### src/hw/rtl/rpvg_pkg.sv
`timescale 1ns / 1ps
// Shared types and constants for the radial polynomial vignette gain block.
// No dependencies; imported by rpvg_regs and radial_polynomial_vignette_gain.
package rpvg_pkg;

	localparam int MAX_TERMS_DEF = 4;
	localparam int NUM_COEF      = 4;
	localparam int ADDR_W        = 5;
	localparam int DATA_W        = 32;

	// Q16.16 unity gain.
	localparam logic [31:0] ONE_Q16 = 32'h0001_0000;

	typedef enum logic [2:0] {
		REG_CENTER_X   = 3'd0,
		REG_CENTER_Y   = 3'd1,
		REG_VSCALE     = 3'd2,
		REG_TERM_COUNT = 3'd3,
		REG_COEF_ZERO  = 3'd4,
		REG_COEF_ONE   = 3'd5,
		REG_COEF_TWO   = 3'd6,
		REG_COEF_THREE = 3'd7
	} reg_idx_t;

	typedef struct packed {
		logic [NUM_COEF-1:0][31:0] coef;        // signed Q16.16 each
		logic [2:0]                term_count;
		logic [15:0]               vertical_scale;  // unsigned Q4.12
		logic [15:0]               center_y;        // signed Q3.12
		logic [15:0]               center_x;        // signed Q3.12
	} cfg_t;

endpackage

### src/hw/rtl/rpvg_regs.sv
`timescale 1ns / 1ps
// APB register file holding centre, scale, term count and coefficients.
// Depends on rpvg_pkg for the register map and the cfg_t struct.
module rpvg_regs (
	input  logic                        clk,
	input  logic                        arst_n,
	input  logic                        psel,
	input  logic                        penable,
	input  logic                        pwrite,
	input  logic [rpvg_pkg::ADDR_W-1:0] paddr,
	input  logic [rpvg_pkg::DATA_W-1:0] pwdata,
	output logic [rpvg_pkg::DATA_W-1:0] prdata,
	output logic                        pready,
	output rpvg_pkg::cfg_t              cfg
);
	import rpvg_pkg::*;

	cfg_t     cfg_q;
	reg_idx_t idx;
	logic     wr_en;

	assign idx    = reg_idx_t'(paddr[ADDR_W-1:2]);
	assign wr_en  = psel && penable && pwrite;
	assign pready = 1'b1;
	assign cfg    = cfg_q;

	always_ff @(posedge clk or negedge arst_n) begin
		if (!arst_n) begin
			cfg_q.center_x       <= '0;
			cfg_q.center_y       <= '0;
			cfg_q.vertical_scale <= 16'd4096;
			cfg_q.term_count     <= '0;
			cfg_q.coef           <= '0;
		end else if (wr_en) begin
			case (idx)
				REG_CENTER_X:   cfg_q.center_x       <= pwdata[15:0];
				REG_CENTER_Y:   cfg_q.center_y       <= pwdata[15:0];
				REG_VSCALE:     cfg_q.vertical_scale <= pwdata[15:0];
				REG_TERM_COUNT: cfg_q.term_count     <= pwdata[2:0];
				REG_COEF_ZERO:  cfg_q.coef[0]        <= pwdata;
				REG_COEF_ONE:   cfg_q.coef[1]        <= pwdata;
				REG_COEF_TWO:   cfg_q.coef[2]        <= pwdata;
				REG_COEF_THREE: cfg_q.coef[3]        <= pwdata;
				default: ;
			endcase
		end
	end

	always_comb begin
		case (idx)
			REG_CENTER_X:   prdata = {16'd0, cfg_q.center_x};
			REG_CENTER_Y:   prdata = {16'd0, cfg_q.center_y};
			REG_VSCALE:     prdata = {16'd0, cfg_q.vertical_scale};
			REG_TERM_COUNT: prdata = {29'd0, cfg_q.term_count};
			REG_COEF_ZERO:  prdata = cfg_q.coef[0];
			REG_COEF_ONE:   prdata = cfg_q.coef[1];
			REG_COEF_TWO:   prdata = cfg_q.coef[2];
			REG_COEF_THREE: prdata = cfg_q.coef[3];
			default:        prdata = '0;
		endcase
	end

endmodule
### config.mk
export PLATFORM = sky130hd
export DESIGN_NAME = rpvg_regs
export DESIGN_NICKNAME = d
export VERILOG_FILES = /design/src/hw/rtl/rpvg_pkg.sv /design/src/hw/rtl/rpvg_regs.sv
export SDC_FILE = /design/constraint.sdc
export NUM_CORES = 1
export LEC_CHECK = 0
export BUFFER_PORTS_ARGS = -buffer_cell sky130_fd_sc_hd__buf_2
export CORE_MARGIN = 2
export CORE_UTILIZATION = 50
export CTS_CLUSTER_SIZE = 20
export DETAILED_ROUTE_END_ITERATION = 8
export GPL_TIMING_DRIVEN = 0
export HOLD_SLACK_MARGIN = 0.03
export PLACE_DENSITY = 0.78
export RECOVER_POWER = 50
export SLEW_MARGIN = 30
export SYNTH_ARGS = -nofsm -noshare
export SYNTH_HDL_FRONTEND = slang
export SYNTH_SLANG_ARGS = --single-unit
### constraint.sdc
create_clock -name clk -period 1.61 [get_ports clk]
set_input_delay 0.0805 -clock clk [delete_from_list [all_inputs] [get_ports clk]]
set_output_delay 0.0805 -clock clk [all_outputs]
set_load 0.02 [all_outputs]
==> impl_metrics.json <==
{
  "clk_pin_slew_ns": 0.06,
  "worstMarginPinSlew_ns": 0.727,
  "synthAdderAreaFrac_pct": 0,
  "avgSynthCellArea_um2": 15.0,
  "dieArea_um2": 17300,
  "via_count": 6463,
  "synth_area_leader_cell": "dfrtp_1",
  "track_usage_pct": 29.1,
  "hold_viol_final": 0,
  "coreArea_um2": 15900,
  "cap_violations": 0,
  "dp.final_hpwl_um": 16800,
  "grt-busiest-layer": "met2",
  "grt_pass1_vias": 6824,
  "cts_made_buffers": 17,
  "root_buffer": "clkbuf_16",
  "nets": 983,
  "postLayoutCoreUtil_pct": 72.1,
  "cts_tree": "done",
  "ys_ff_latch": 179,
  "worstSetupStartpoint": "cfg[122]$_DFFE_PN0P_",
  "min_path_type": "in2async",
  "antenna_found_initial": 0,
  "n_fill_cell": 1103,
  "endpoint_kind": "output port",
  "area_growth_pct": 40.5,
  "placed_area_um2": 9730,
  "wl_per_cell_um": 21.7,
  "synth_cells": 543,
  "fin_skew_ns": 0,
  "overflow": 0,
  "cts_htree_levels": 4,
  "die_y_um": 132,
  "largest_register_ffs": 179,
  "ys_top_cells_by_area": "dfrtp_1, mux2_2, mux4_2",
  "reg2reg_depth": 3,
  "clock_latency_ns": 0.42,
  "synth_xor_xnor_area_share_pct": 0,
  "crit_required_ns": 1.53,
  "synth_top_family_by_area": "multiplexers",
  "met3_usage_pct": 8.18,
  "regToRegSetupSlack_ns": 0.57,
  "fin_ws_ns": -0.252,
  "drtIter0Drc": 286,
  "postRouteAntennaNets": 0,
  "cp.arrival_ns": 1.78,
  "setup_viol": 30,
  "timing.final.crit_share_pct": 116,
  "synth_compound_area_share_pct": 2.26,
  "leakage_nw": 5.64,
  "grt_pass1_wl_um": 38700,
  "slew_viol_final": 0,
  "synth_area_um2": 8150,
  "drcViolationCount": 0,
  "min_period_ns": 1.86,
  "use_met2_pct": 49.9,
  "io_pins": 254,
  "cts.sinks": 179,
  "drt_first_pass_iters": 5,
  "cp_max_fo": 2,
  "synth.most_common_cell": "dfrtp_1",
  "powerDensity_nw_per_um2": 1320,
  "reg2reg_to": "cfg[3]$_DFFE_PN0P_",
  "drive_above_1_share_pct": 58.8,
  "syn_nets": 585,
  "avgViaCountPerCell": 5.52,
  "fin_area_um2": 11500,
  "crit_path_start_kind": "flop",
  "status": "complete, but fails checks",
  "ys_types": 31,
  "yosys_warnings": 0,
  "max_freq_ghz": 0.537,
  "async_flop_share_pct": 100,
  "num_antenna_cells": 0,
  "total_power_mw": 15.1,
  "cts_max_path_buffers": 2,
  "synth_edf_count": 0,
  "path_class": "reg2out",
  "grt_max_degree": 79,
  "synth_seq_area_share_pct": 55.0,
  "synthSimpleGateAreaFrac_pct": 3.74,
  "maxSlewHeadroom_pct": 51.5,
  "io_buffers": 249,
  "gp_congestion": 0.858,
  "rr_startpoint": "cfg[3]$_DFFE_PN0P_",
  "wirelength_um": 25400,
  "netlist_top_cells_count": "dfrtp_1, mux2_2, mux4_2",
  "vdd_drop_max_v": 0.000908,
  "gr-usage-met1_pct": 35.7,
  "violations": "setup timing",
  "rsz0062_at_grt": "yes",
  "synth_top_flop_cell": "dfrtp_1",
  "rows": 46,
  "synth_top_area_share_pct": 54.6,
  "die_x_um": 132,
  "initial_core_util_pct": 51.3,
  "muxShareOfSynthArea_pct": 36.3
}
routing by layer:
layer / vias to the layer above / share of wire (%) / wire length, um
met2: 288 / 51 / 12900
met4: 0 / 2.3 / 594
met3: 44 / 7.5 / 1910
met5: - / 0 / 0
li1: 2784 / - / -
met1: 3347 / 39 / 9970
final cells by class:
type	instances	area [um^2]	share of cell area, %
multi-input cells	327	3540	30.9
clock buffers	21	460	4.02
clock inverters	11	77.6	0.677
plain buffers	35	248	2.16
well taps	216	270	2.36
flip-flops and latches	179	4480	39.1
repair buffers	379	2370	20.7
inverters	2	7.51	0.0656
how the worst max path moves through the flow:
stage | to | slack [ns] | depth (start not counted)
3_3_place_gp | cfg[100]$_DFFE_PN0P_ | -2.16 | 1
5_1_grt | prdata[7] | -0.31 | 7
6_report | prdata[7] | -0.25 | 3
2_1_floorplan | prdata[0] | 0.13 | 6
3_5_place_dp | prdata[4] | -0.53 | 7
4_1_cts | prdata[15] | -0.20 | 3
report_power, final:
group	internal [mW]	total (mW)	switching, mW	leakage, nW
Sequential	5.38	6.02	0.638	2.28
Combinational	2.48	5.29	2.81	3.10
Clock	2.06	3.82	1.76	0.260
Total	9.92	15.1	5.21	5.64
kinds of logic after synthesis:
kind of cell | after synthesis
compound gates | 32
buf+inv | 37
flops | 179
mux | 233
other cells | 1
simple gates | 61
per-stage QoR:
step	hold WS [ns]	setup WS, ns	cells	TNS [ns]
6_report	0.250	-0.252	1170	-2.67
5_1_grt	0.303	-0.312	1170	-5.28
4_1_cts	0.0978	-0.196	1141	-2.81
2_1_floorplan	-0.215	0.133	543	0
3_3_place_gp	0.331	-2.16	1008	-424.16
3_5_place_dp	-0.0508	-0.529	1010	-42.90
worst max-delay path: stages, from the launching register on:
cell and delay (ns):
dfrtp_1 0.39, mux4_2 0.52, mux2_4 0.31, buf_6 0.14
placed cells by master (no fill, tap or decap), types with 5 or more instances in the layout:
cell type and n:
dlygate4sd3_1 33, buf_6 30, a21oi_1 13, mux2i_1 20, mux4_2 29, and2_4 16, o21ai_0 8, clkbuf_1 84
mux2_2 164, nand2_1 10, mux2_4 14, buf_2 149, clkbuf_2 5, buf_4 110, dfrtp_1 178, nor2_1 21
mux2_1 6, clkbuf_16 17
what timing repair did:
| action | 4_1_cts | 5_1_grt |
|---|---|---|
| hold buffers | 33 | 0 |
| setup buffers | 66 | 29 |
| hold endpoints to repair | 357 | 0 |
| endpoints found under the setup margin | 32 | 59 |
| pin swaps | 0 | 2 |
| resized for setup | 76 | 22 |
Power figures use the tool's default switching activity.
